`src/hw/rtl/blocking_message_queue_assert.svh`:
```
// ----------------------------------------------------------------------------
// Blocking message queue assertion macros
// Concurrent check wrappers, compiled out for synthesis.
// ----------------------------------------------------------------------------
`ifndef BLOCKING_MESSAGE_QUEUE_ASSERT_SVH
`define BLOCKING_MESSAGE_QUEUE_ASSERT_SVH

`ifndef SYNTHESIS
// check on every clock edge, reset included
`define BMQ_ASSERT(lbl, prop, msg) \
  lbl: assert property (@(posedge clk) prop) else $error(msg);
// check only outside reset
`define BMQ_ASSERT_RUN(lbl, prop, msg) \
  lbl: assert property (@(posedge clk) disable iff (rst) prop) else $error(msg);
`else
`define BMQ_ASSERT(lbl, prop, msg)
`define BMQ_ASSERT_RUN(lbl, prop, msg)
`endif

`endif

```
`src/hw/rtl/bmq_ram.sv`:
```
// ----------------------------------------------------------------------------
// Blocking message queue RAM
// Simple dual-port RAM, one write and one registered read per cycle.
// ----------------------------------------------------------------------------
`default_nettype none

module bmq_ram #(
  parameter int WIDTH = 8,
  parameter int DEPTH = 16,
  parameter int AW    = (DEPTH > 1) ? $clog2(DEPTH) : 1
) (
  input  wire logic             clk,
  input  wire logic             we,
  input  wire logic [AW-1:0]    waddr,
  input  wire logic [WIDTH-1:0] wdata,
  input  wire logic             re,
  input  wire logic [AW-1:0]    raddr,
  output logic      [WIDTH-1:0] rdata
);

  logic [WIDTH-1:0] mem [DEPTH];

  always_ff @(posedge clk) begin
    if (we) mem[waddr] <= wdata;
  end

  // hold read data until the next read
  always_ff @(posedge clk) begin
    if (re) rdata <= mem[raddr];
  end

endmodule

`default_nettype wire

```
`config.mk`:
```
export PLATFORM = sky130hd
export DESIGN_NAME = bmq_ram
export DESIGN_NICKNAME = d
export VERILOG_FILES = /design/src/hw/rtl/blocking_message_queue_assert.svh /design/src/hw/rtl/bmq_ram.sv
export SDC_FILE = /design/constraint.sdc
export NUM_CORES = 1
export LEC_CHECK = 0
export ABC_AREA = 0
export BUFFER_PORTS_ARGS = -buffer_cell sky130_fd_sc_hd__clkbuf_2
export CAP_MARGIN = 20
export CORE_ASPECT_RATIO = 0.75
export CORE_MARGIN = 5
export CORE_UTILIZATION = 40
export DETAILED_ROUTE_END_ITERATION = 7
export PLACE_DENSITY_LB_ADDON = 0.05
export SETUP_SLACK_MARGIN = 0.1
export SKIP_CTS_REPAIR_TIMING = 1
export SYNTH_ARGS = -nofsm -noshare
export SYNTH_HDL_FRONTEND = slang
export SYNTH_SLANG_ARGS = --single-unit
```
`constraint.sdc`:
```
create_clock -name clk -period 2 [get_ports clk]
set_clock_uncertainty 0.2 [all_clocks]
set_input_delay 0 -clock clk [delete_from_list [all_inputs] [get_ports clk]]
set_output_delay 0 -clock clk [all_outputs]
set_load 0.05 [all_outputs]
```
Word level (Yosys, flattened, before mapping)
Memory sizes are Yosys's and may differ from the RTL's. A register that Yosys moved wholly into a read port is not among the register bits. Index checks and enable logic that the tools add are counted.

Output and inout port bits: 8. Bits of input ports: 19. Memories kept: 1. Bits in latches: 0. Word-level logic and storage cells: 3. Memory bits (writable): 128. ROM bits: 0. Register bits after elaboration: 0.

Memories: mem (words 16, bits a word 8, read ports 1, clocked after Yosys merged registers in 1, write ports 1, RTL line bmq_ram.sv:21) `logic [WIDTH-1:0] mem [DEPTH];`.

$mul: 0. Reductions and logical operators: 0. Equal/unequal tests: 0. $lt $le $gt $ge: 0. Shift-type cells: 0. Mux-type cells: 2. Bitwise logic cells: 0. Div/mod/pow operators: 0. $add $sub $neg: 0.

Operators by type and width (number): $mux 1 (2).

Longest topological paths before layout
Gate-level depths: netlist (run 1).

Depth after elaboration: 2. Depth in mapped cells: 5. Gate-level depth less buffers: 3.

Worst setup path before layout (run 1)
OpenSTA, ideal clock, no wires.

Path kind: input to register. Start: input waddr[2]. End: memory mem[0][0] (enable). Setup slack: 0.307 ns. Buffers on the path: 0. Arrival: 1.110 ns. Library setup time: 0.383 ns. Required time: 1.417 ns. Stages on the path: 2. Cell sequence: or3b_2 > nor3_1.

RTL lines: start: declaration (RTL line bmq_ram.sv:14) `input wire logic [AW-1:0] waddr,`; end: declaration (RTL line bmq_ram.sv:21).

No word-level cell before the write port.

Worst setup path in the final report (run 1)
Start: input waddr[1]. End: memory mem[12][4] (enable).

No word-level cell before the write port.

==> run metrics, run 1 <==
status finished, final reports clean; part of the Yosys area used for sequential elements 78.1%; vertical die dimension 109 um; global-route wire length before repair 16.6 mm; clock-pin slew on the worst setup and hold paths 0.05 ns; number of antenna violations at the first check in global routing 0; part of the total power dissipated in the clock network 41.6%; Slew Limit Headroom 70.6%; cell with the most instances after synthesis sky130_fd_sc_hd__edfxtp_1; number of global-route vias before repair 2577; total cell area at the placement stage 5690 um2; die width 142 um; top cell types by occurrence after synthesis sky130_fd_sc_hd__edfxtp_1 (136), sky130_fd_sc_hd__mux4_2 (18), sky130_fd_sc_hd__a22oi_1 (16); average wire length per cell after detail routing 22.8 um; commonest register cell after synthesis sky130_fd_sc_hd__edfxtp_1; setup violators final 0; part of the total power dissipated in sequential elements 52.5%; area growth from synthesis to final layout 20.1%; number of DRC violations after detailed-routing iteration 0 157; pwr dens 982 nW/um2; Synth async-reset ratio 0%; cell type with the highest aggregate area in the netlist sky130_fd_sc_hd__edfxtp_1; kind of capture point of the worst setup path register; Die Outline Area 15500 um2; routing usage on met1 23.1%; root buffer selected by CTS sky130_fd_sc_hd__clkbuf_16; unrepaired setup endpoints after global routing false; total grt overflow 0; overall via count from detail_route 2492; antenna fix cells 0; core area 12900 um2; count of mapped cells out of synthesis 229; worst min-delay path category in2reg; net count of the mapped netlist 248; cell total after placement 438; number of warnings reported in the yosys synthesis log 0; count of flip-flops with a built-in enable after synthesis 136; leakage power total 2.13 nW; setup_tns 0 ns; max-capacitance violation count 0; time the final worst path needs with I/O delays and setup 1.74 ns; area share of the largest cell type after synthesis 78.1%; largest net degree at the start of global routing 22; maximum fanout along the worst path 8; max-slew violation count 0; final cycle utilization of the critical path 87.0%; mean area per synthesized cell 22.8 um2; final hold violation count 0; H-tree Lvls 4; clock tree from TritonCTS done; Distinct cells, synth 18; routed wire length 10.9 mm; met3 track demand over resource 4.52%; count of pins on the block boundary 27; final-stage net count 317; Finished Layout Cells 477; post-synthesis sequential element count 136; startpoint types primary input; Initial Util 40.6%; number of routed nets with antenna violations 0; net switching power 1.29 mW; Max Clk Rate 0.575 GHz; cell types with the largest area share after synthesis sky130_fd_sc_hd__edfxtp_1 (78%), sky130_fd_sc_hd__mux4_2 (7.8%), sky130_fd_sc_hd__mux4_1 (7.0%); Remaining DRCs 0; final weighted congestion in routability-driven placement 0.691; worst skew pair latency 0.41 ns; DR pass1 iterations 4; switching share of power 20.9%; row count 36; number of buffers created by CTS 17; arrival time reported for the critical path endpoint 1.65 ns; Worst VDD drop 0.559 mV; worst-margin pin slew 0.441 ns; number of clock sinks 136; Port Buf Inserts 26; Via-to-Cell Ratio 5.22; Global Route Usage Sum 15.4%; half-perimeter wire length of the detailed placement result 7.10 mm; worst endpoint required time 1.91 ns; Cell Int Power 4.88 mW; Max clock buf depth 2; synthesized area 5230 um2; share of layout cells above drive strength 1 28.8%; final instance area 6280 um2; classification of the worst setup path in2reg; combinational share of power 5.9%; met2 demand-to-capacity share in global routing 21.4%; layer with the highest usage met1
-- placed cells by master, fill, tap and decap left out --
cell and instances:
sky130_fd_sc_hd__a22oi_1 16, sky130_fd_sc_hd__and2_1 1, sky130_fd_sc_hd__and2b_1 1, sky130_fd_sc_hd__buf_12 3, sky130_fd_sc_hd__buf_4 19, sky130_fd_sc_hd__clkbuf_1 2, sky130_fd_sc_hd__clkbuf_16 17, sky130_fd_sc_hd__clkbuf_2 26
sky130_fd_sc_hd__clkinv_1 4, sky130_fd_sc_hd__clkinv_2 3, sky130_fd_sc_hd__clkinvlp_4 1, sky130_fd_sc_hd__dlygate4sd3_1 12, sky130_fd_sc_hd__edfxtp_1 136, sky130_fd_sc_hd__mux4_1 14, sky130_fd_sc_hd__mux4_2 18, sky130_fd_sc_hd__nand2_1 9
sky130_fd_sc_hd__nand2b_1 2, sky130_fd_sc_hd__nand3_1 1, sky130_fd_sc_hd__nand3b_1 2, sky130_fd_sc_hd__nor2_1 13, sky130_fd_sc_hd__nor2b_1 1, sky130_fd_sc_hd__nor3_1 4, sky130_fd_sc_hd__or3b_2 1
-- flip-flops by register name (all words and copies together), names as in the netlist --
name and count:
mem 128, rdata 8
-- stage by stage --
step	util, %	worst slack (ns)	power, mW	hold slack, ns
CTS	47.8	0.298	6.21	-0.175
finish	48.7	0.260	6.16	0.0320
global placement	44.2	0.206	3.65	0.245
global route	48.7	0.212	6.40	0.0720
detailed placement	44.2	0.213	3.65	0.260
floorplan	-	0.307	3.49	-0.101
-- cell type report --
class                           instances  area, um2
Clock buffer                           19        433
Timing Repair Buffer                   60        453
Clock inverter                          8       37.5
Tap cell                              171        214
Multi-Input combinational cell         83       1060
Sequential cell                       136       4080
Fill cell                            1086       6600
-- power groups by stage --
| stage | logic (mW) | registers (mW) | clock network [mW] |
|---|---|---|---|
| after detailed placement | 0.359 | 3.29 | 0 |
| after floorplan | 0.162 | 3.33 | 0 |
| final | 0.366 | 3.23 | 2.56 |
| after global placement | 0.355 | 3.29 | 0 |
| after global routing | 0.401 | 3.24 | 2.76 |
| after CTS | 0.359 | 3.23 | 2.62 |
-- worst paths after layout --
check	from	to	slack (ns)	cells past startpoint
hold reg to reg	mem[12][1]	rdata[1]	0.55	3
setup / recovery	waddr[1]	mem[12][4]	0.26	5
setup reg to reg	mem[7][4]	rdata[4]	0.31	3
hold / removal	raddr[3]	rdata[1]	0.03	5
-- cell families (layout without fill, tap and decap cells) --
family                 Yosys count  count (layout)  share of synthesized area [%]
AND/OR/NAND/NOR                 35              35                           3.14
flip-flops                     136             136                           78.1
AO/OA/AOI/OAI                   16              16                           2.30
multiplexers                    32              32                           14.8
buffers and inverters           10              87                           1.65
-- critical path, stage by stage --
cell                            delay, ns
sky130_fd_sc_hd__dlygate4sd3_1       0.53
sky130_fd_sc_hd__clkbuf_2            0.16
sky130_fd_sc_hd__nor3_1              0.19
sky130_fd_sc_hd__dlygate4sd3_1       0.57
sky130_fd_sc_hd__buf_4               0.19
-- routing by layer --
metal / share of wire, % / wire length, um
met1: 51 / 5560
met2: 43 / 4720
met3: 4.1 / 449
met4: 1.2 / 128
met5: 0 / 0
No activity file was read; power rests on OpenSTA's default activity.
==> run 2: changes to the inputs <==
--- a/config.mk
+++ b/config.mk
@@ -10,7 +10,7 @@
 export CAP_MARGIN = 20
 export CORE_ASPECT_RATIO = 0.75
 export CORE_MARGIN = 5
-export CORE_UTILIZATION = 40
+export CORE_UTILIZATION = 50
 export DETAILED_ROUTE_END_ITERATION = 7
 export PLACE_DENSITY_LB_ADDON = 0.05
 export SETUP_SLACK_MARGIN = 0.1
==> run 2 against run 1 <==
  * The flow now finishes with violations (negative hold slack)
  * Fmax up 1.8%
  * Sequential power about the same
  * Sequential share of layout area down 0.79 points
  * Largest power group is now clock
  * Die area down 18%
  * Cell count down 7.3%
  * Global-route usage up 2.1 points
  * Critical path depth down 2
  * Count of clock-buffer cells in the layout up 1
==> run metrics, run 2 (synthesis results as in run 1) <==
routed wire length 10.3 mm (was 10.9 mm); post-place setup slack 0.201 ns (was 0.213 ns); count of fill cells added during filler insertion 739 (was 1086); DR pass1 iterations 4 (unchanged); pwr dens 1090 nW/um2 (was 982 nW/um2); total cell area at the placement stage 5630 um2 (was 5690 um2); unrepaired setup endpoints after global routing false (unchanged); area of the multi-input gates 1060 um2 (unchanged); root buffer selected by CTS sky130_fd_sc_hd__clkbuf_16 (unchanged); commonest non-fill, non-tap cell in the layout sky130_fd_sc_hd__edfxtp_1 (unchanged); time the final worst path needs with I/O delays and setup 1.71 ns (was 1.74 ns); maximum fanout along the worst path 1 (was 8); worst endpoint required time 1.95 ns (was 1.91 ns); max-slew violation count 0 (unchanged); Slew Limit Headroom 55.9% (was 70.6%); top library cells by usage in the layout, fill and taps aside sky130_fd_sc_hd__edfxtp_1 (136), sky130_fd_sc_hd__clkbuf_2 (26), sky130_fd_sc_hd__mux4_2 (18) (was sky130_fd_sc_hd__edfxtp_1 (136), sky130_fd_sc_hd__clkbuf_2 (26), sky130_fd_sc_hd__buf_4 (19)); number of buffers created by CTS 17 (unchanged); vertical die dimension 98.6 um (was 109 um); violated checks negative hold slack; overall via count from detail_route 2488 (was 2492); final cycle utilization of the critical path 85.5% (was 87.0%); number of DRC violations after detailed-routing iteration 0 185 (was 157); largest net degree at the start of global routing 33 (was 22); Max Clk Rate 0.585 GHz (was 0.575 GHz); register containing the most flip-flops in the final layout mem (unchanged); Worst VDD drop 0.702 mV (was 0.559 mV); Die Outline Area 12600 um2 (was 15500 um2); cell total after placement 401 (was 438); clock tree from TritonCTS done (unchanged); Remaining DRCs 0 (unchanged); final-stage net count 312 (was 317); max FFs per register 128 (unchanged); share of layout cells above drive strength 1 30.4% (was 28.8%); worst-case hold slack -0.0236 ns (was 0.0320 ns); leakage power total 2.17 nW (was 2.13 nW); status finished, violations left (was finished, final reports clean); Final Worst Setup Slack 0.290 ns (was 0.260 ns); average wire length per cell after detail routing 23.3 um (was 22.8 um); Top Layer Used met4 (unchanged); core area 10200 um2 (was 12900 um2); number of routed nets with antenna violations 0 (unchanged); number of global-route vias before repair 2504 (was 2577); setup violators final 0 (unchanged); final weighted congestion in routability-driven placement 0.723 (was 0.691); setup_tns 0 ns (unchanged); worst skew pair latency 0.40 ns (was 0.41 ns); arrival time reported for the critical path endpoint 1.66 ns (was 1.65 ns); Finished Layout Cells 442 (was 477); number of clock sinks 136 (unchanged); final hold violation count 32 (was 0); Final Power 6.90 mW (was 6.16 mW); worst min-delay path category in2reg (unchanged); Via-to-Cell Ratio 5.63 (was 5.22); kind of capture point of the worst setup path register (unchanged); global-route wire length before repair 15.4 mm (was 16.6 mm); H-tree Lvls 4 (unchanged); area growth from synthesis to final layout 21.6% (was 20.1%); Storage cell area 4080 um2 (unchanged); startpoint types register (was primary input); die width 128 um (was 142 um); detailed route wirelength on metal3 679 um (was 449 um); met2 wire length 4.63 mm (was 4.72 mm); clock-pin slew on the worst setup and hold paths 0.06 ns (was 0.05 ns); Initial Util 51.0% (was 40.6%); max-capacitance violation count 0 (unchanged); Top Registers mem: 128 flops, rdata: 8 flops (unchanged); total grt overflow 0 (unchanged); row count 32 (was 36); half-perimeter wire length of the detailed placement result 6.49 mm (was 7.10 mm); final instance area 6360 um2 (was 6280 um2); count of pins on the block boundary 27 (unchanged); Global Route Usage Sum 17.6% (was 15.4%); Max clock buf depth 2 (unchanged); number of antenna violations at the first check in global routing 0 (unchanged); antenna fix cells 0 (unchanged); routed length on met1 4.86 mm (was 5.56 mm); classification of the worst setup path reg2reg (was in2reg); Port Buf Inserts 26 (unchanged); worst-margin pin slew 0.659 ns (was 0.441 ns)
## run 2: cell count changes in the layout (fill, tap and decap cells not counted), sizes merged
cell,before,now
dlygate4sd3,12,9
clkinv,7,5
bufinv,0,5
clkbuf,45,46
clkinvlp,1,2
buf,22,20
## run 2: worst paths after layout
check	startpoint	endpoint	slack (ns)	depth (start not counted)
setup / recovery	mem[7][6]	rdata[6]	0.29	3
hold / removal	waddr[0]	mem[12][1]	-0.02	3
setup reg to reg	mem[7][6]	rdata[6]	0.29	3
hold reg to reg	mem[2][0]	rdata[0]	0.56	3
## run 2: cell type report
class / instances / share of cell area, %
clock buffers: 20 / 6.87
flip-flops and latches: 136 / 64.3
repair buffers: 55 / 6.42
clock inverters: 12 / 3.15
multi-input cells: 83 / 16.6
well taps: 136 / 2.68
## run 2: power by group
group	total [mW]	leakage, nW	switching, mW	internal, mW
combinational	0.370	0.635	0.229	0.141
clock	3.31	0.302	1.10	2.21
sequential	3.23	1.24	0.0154	3.21
total	6.90	2.17	1.34	5.56
## run 2: worst max-delay path: stages (launching register included)
cell	delay, ns
sky130_fd_sc_hd__edfxtp_1	0.35
sky130_fd_sc_hd__mux4_2	0.52
sky130_fd_sc_hd__a22oi_1	0.28
sky130_fd_sc_hd__nand2_1	0.11
## run 2: through the flow
stage               utilization, %  hold WS, ns
finish                        62.0      -0.0236
global route                  62.0      0.00226
CTS                           61.1       -0.208
detailed placement            54.9        0.223
global placement              54.9        0.227
floorplan                        -       -0.101
## run 2: routing by layer
layer	global-route usage [%]	vias up
met4	6.20	0
met3	5.53	7
met5	0	-
met2	24.4	78
li1	-	1116
met1	26.4	1287
==> run 3: changes to the inputs <==
--- a/config.mk
+++ b/config.mk
@@ -8,6 +8,8 @@
 export ABC_AREA = 0
 export BUFFER_PORTS_ARGS = -buffer_cell sky130_fd_sc_hd__clkbuf_2
 export CAP_MARGIN = 20
+export CELL_PAD_IN_SITES_DETAIL_PLACEMENT = 0
+export CELL_PAD_IN_SITES_GLOBAL_PLACEMENT = 1
 export CORE_ASPECT_RATIO = 0.75
 export CORE_MARGIN = 5
 export CORE_UTILIZATION = 50
==> run 3 against run 2 <==
  * The run still ends with negative hold slack left
  * Cell area grew 0.73%
  * Register-to-register slack barely moved
  * Worst setup slack got worse by 0.039 ns
==> run metrics, run 3 (synthesis results as in run 1) <==
clock tree from TritonCTS done (unchanged); CP startpoint waddr[1] (was mem[7][6]); max-capacitance violation count 0 (unchanged); cell depth of the worst flop-to-flop path 3 (unchanged); worst-margin pin slew 0.574 ns (was 0.659 ns); max-slew violation count 0 (unchanged); global-route wire length before repair 15.9 mm (was 15.4 mm); half-perimeter wire length of the detailed placement result 6.84 mm (was 6.49 mm); Port Buf Inserts 26 (unchanged); register containing the most flip-flops in the final layout mem (unchanged); delay of the slowest cell on the worst path 0.58 ns (was 0.52 ns); Max Clk Rate 0.572 GHz (was 0.585 GHz); pwr dens 1060 nW/um2 (was 1090 nW/um2); Max clock buf depth 2 (unchanged); startpoint types primary input (was register); leakage power total 2.20 nW (was 2.17 nW); count of pins on the block boundary 27 (unchanged); root buffer selected by CTS sky130_fd_sc_hd__clkbuf_16 (unchanged); worst endpoint required time 1.91 ns (was 1.95 ns); Global Route Usage Sum 18.1% (was 17.6%); Top Registers mem: 128 flops, rdata: 8 flops (unchanged); arrival time reported for the critical path endpoint 1.66 ns (about the same); final cycle utilization of the critical path 87.4% (was 85.5%); unrepaired setup endpoints after global routing false (unchanged); Die Outline Area 12600 um2 (unchanged); final-stage net count 319 (was 312); final weighted congestion in routability-driven placement 0.693 (was 0.723); vertical die dimension 98.6 um (unchanged); startpoint of the worst hold path raddr[3] (was waddr[0]); cell total after placement 405 (was 401); violated checks negative hold slack (unchanged); top library cells by usage in the layout, fill and taps aside sky130_fd_sc_hd__edfxtp_1 (136), sky130_fd_sc_hd__clkbuf_2 (26), sky130_fd_sc_hd__buf_4 (20) (was sky130_fd_sc_hd__edfxtp_1 (136), sky130_fd_sc_hd__clkbuf_2 (26), sky130_fd_sc_hd__mux4_2 (18)); average wire length per cell after detail routing 23.4 um (was 23.3 um); maximum fanout along the worst path 8 (was 1); largest net degree at the start of global routing 19 (was 33); DR pass1 iterations 4 (unchanged); worst skew pair latency 0.41 ns (was 0.40 ns); Initial Util 51.0% (unchanged); worst min-delay path category in2reg (unchanged); total grt overflow 0 (unchanged); time the final worst path needs with I/O delays and setup 1.75 ns (was 1.71 ns); critical path, cell by cell dlygate4sd3_1, clkbuf_2, nor3_1, dlygate4sd3_1, buf_4 (was mux4_2, a22oi_1, nand2_1); number of routed nets with antenna violations 0 (unchanged); status finished, violations left (unchanged); cell count along the critical path 5 (was 3); max FFs per register 128 (unchanged); Final Power 6.80 mW (was 6.90 mW); startpoint of the lowest-slack register-to-register path mem[14][7] (was mem[7][6]); number of global-route vias before repair 2502 (was 2504); Remaining DRCs 0 (unchanged); classification of the worst setup path in2reg (was reg2reg); Worst Hold Depth 5 (was 3); die width 128 um (unchanged); final instance area 6400 um2 (was 6360 um2); Slew Limit Headroom 61.7% (was 55.9%); most frequent cell on the critical path sky130_fd_sc_hd__dlygate4sd3_1; worst-case hold slack -0.00326 ns (was -0.0236 ns); core area 10200 um2 (unchanged); setup_tns 0 ns (unchanged); kind of capture point of the worst setup path register (unchanged); overall via count from detail_route 2479 (was 2488); Worst VDD drop 0.680 mV (was 0.702 mV); Via-to-Cell Ratio 5.52 (was 5.63); clock-pin slew on the worst setup and hold paths 0.06 ns (about the same); Finished Layout Cells 449 (was 442); number of buffers created by CTS 17 (unchanged); H-tree Lvls 4 (unchanged); cell family with the largest share of critical-path delay buffers and inverters (was multiplexers); number of clock sinks 136 (unchanged); worst-path cell with the longest stage delay sky130_fd_sc_hd__dlygate4sd3_1 (was sky130_fd_sc_hd__mux4_2); area growth from synthesis to final layout 22.5% (was 21.6%); antenna fix cells 0 (unchanged); setup violators final 0 (unchanged); total cell area at the placement stage 5670 um2 (was 5630 um2); number of DRC violations after detailed-routing iteration 0 224 (was 185); final hold violation count 1 (was 32); row count 32 (unchanged); commonest non-fill, non-tap cell in the layout sky130_fd_sc_hd__edfxtp_1 (unchanged); share of layout cells above drive strength 1 31.3% (was 30.4%); combined buffer and inverter count along the critical path 4 (was 0); number of antenna violations at the first check in global routing 0 (unchanged); routed wire length 10.5 mm (was 10.3 mm)
-- run 3: stage by stage --
step | util (%) | setup slack, ns | hold slack, ns
after floorplan | - | 0.307 | -0.101
after detailed placement | 55.3 | 0.0665 | 0.222
after global routing | 62.5 | 0.191 | 0.0404
after CTS | 61.3 | 0.269 | -0.210
after global placement | 55.3 | 0.102 | 0.217
final | 62.5 | 0.252 | -0.00326
-- run 3: worst reg2reg max path, cell delays in order (launching register included) --
cell and delay, ns:
sky130_fd_sc_hd__edfxtp_1 0.37, sky130_fd_sc_hd__mux4_2 0.52, sky130_fd_sc_hd__a22oi_1 0.27, sky130_fd_sc_hd__nand2_1 0.09
-- run 3: cell type report --
cell class | instances | area (um2)
Clock inverter | 14 | 181
Tap cell | 136 | 170
Timing Repair Buffer | 62 | 480
Clock buffer | 18 | 429
Fill cell | 743 | 3850
Multi-Input combinational cell | 83 | 1060
Sequential cell | 136 | 4080
-- run 3: per-layer routing --
metal	vias to the layer above	share of wire, %	GRT usage, %
li1	1124	-	-
met1	1276	49	28.1
met2	70	45	24.7
met3	9	5.1	5.53
met4	0	0.92	5.87
met5	-	0	0
-- run 3: power by group --
part | internal, mW | switching (mW) | leakage, nW
combinational | 0.151 | 0.232 | 0.675
sequential | 3.21 | 0.0156 | 1.24
clock | 2.07 | 1.12 | 0.287
total | 5.43 | 1.36 | 2.20
-- run 3: path summary, 6_finish.rpt --
check                                   to  slack [ns]
worst max-delay path            mem[12][4]        0.25
worst min-delay path              rdata[4]      -0.003
worst max register to register    rdata[7]        0.30
worst min register to register    rdata[0]        0.57
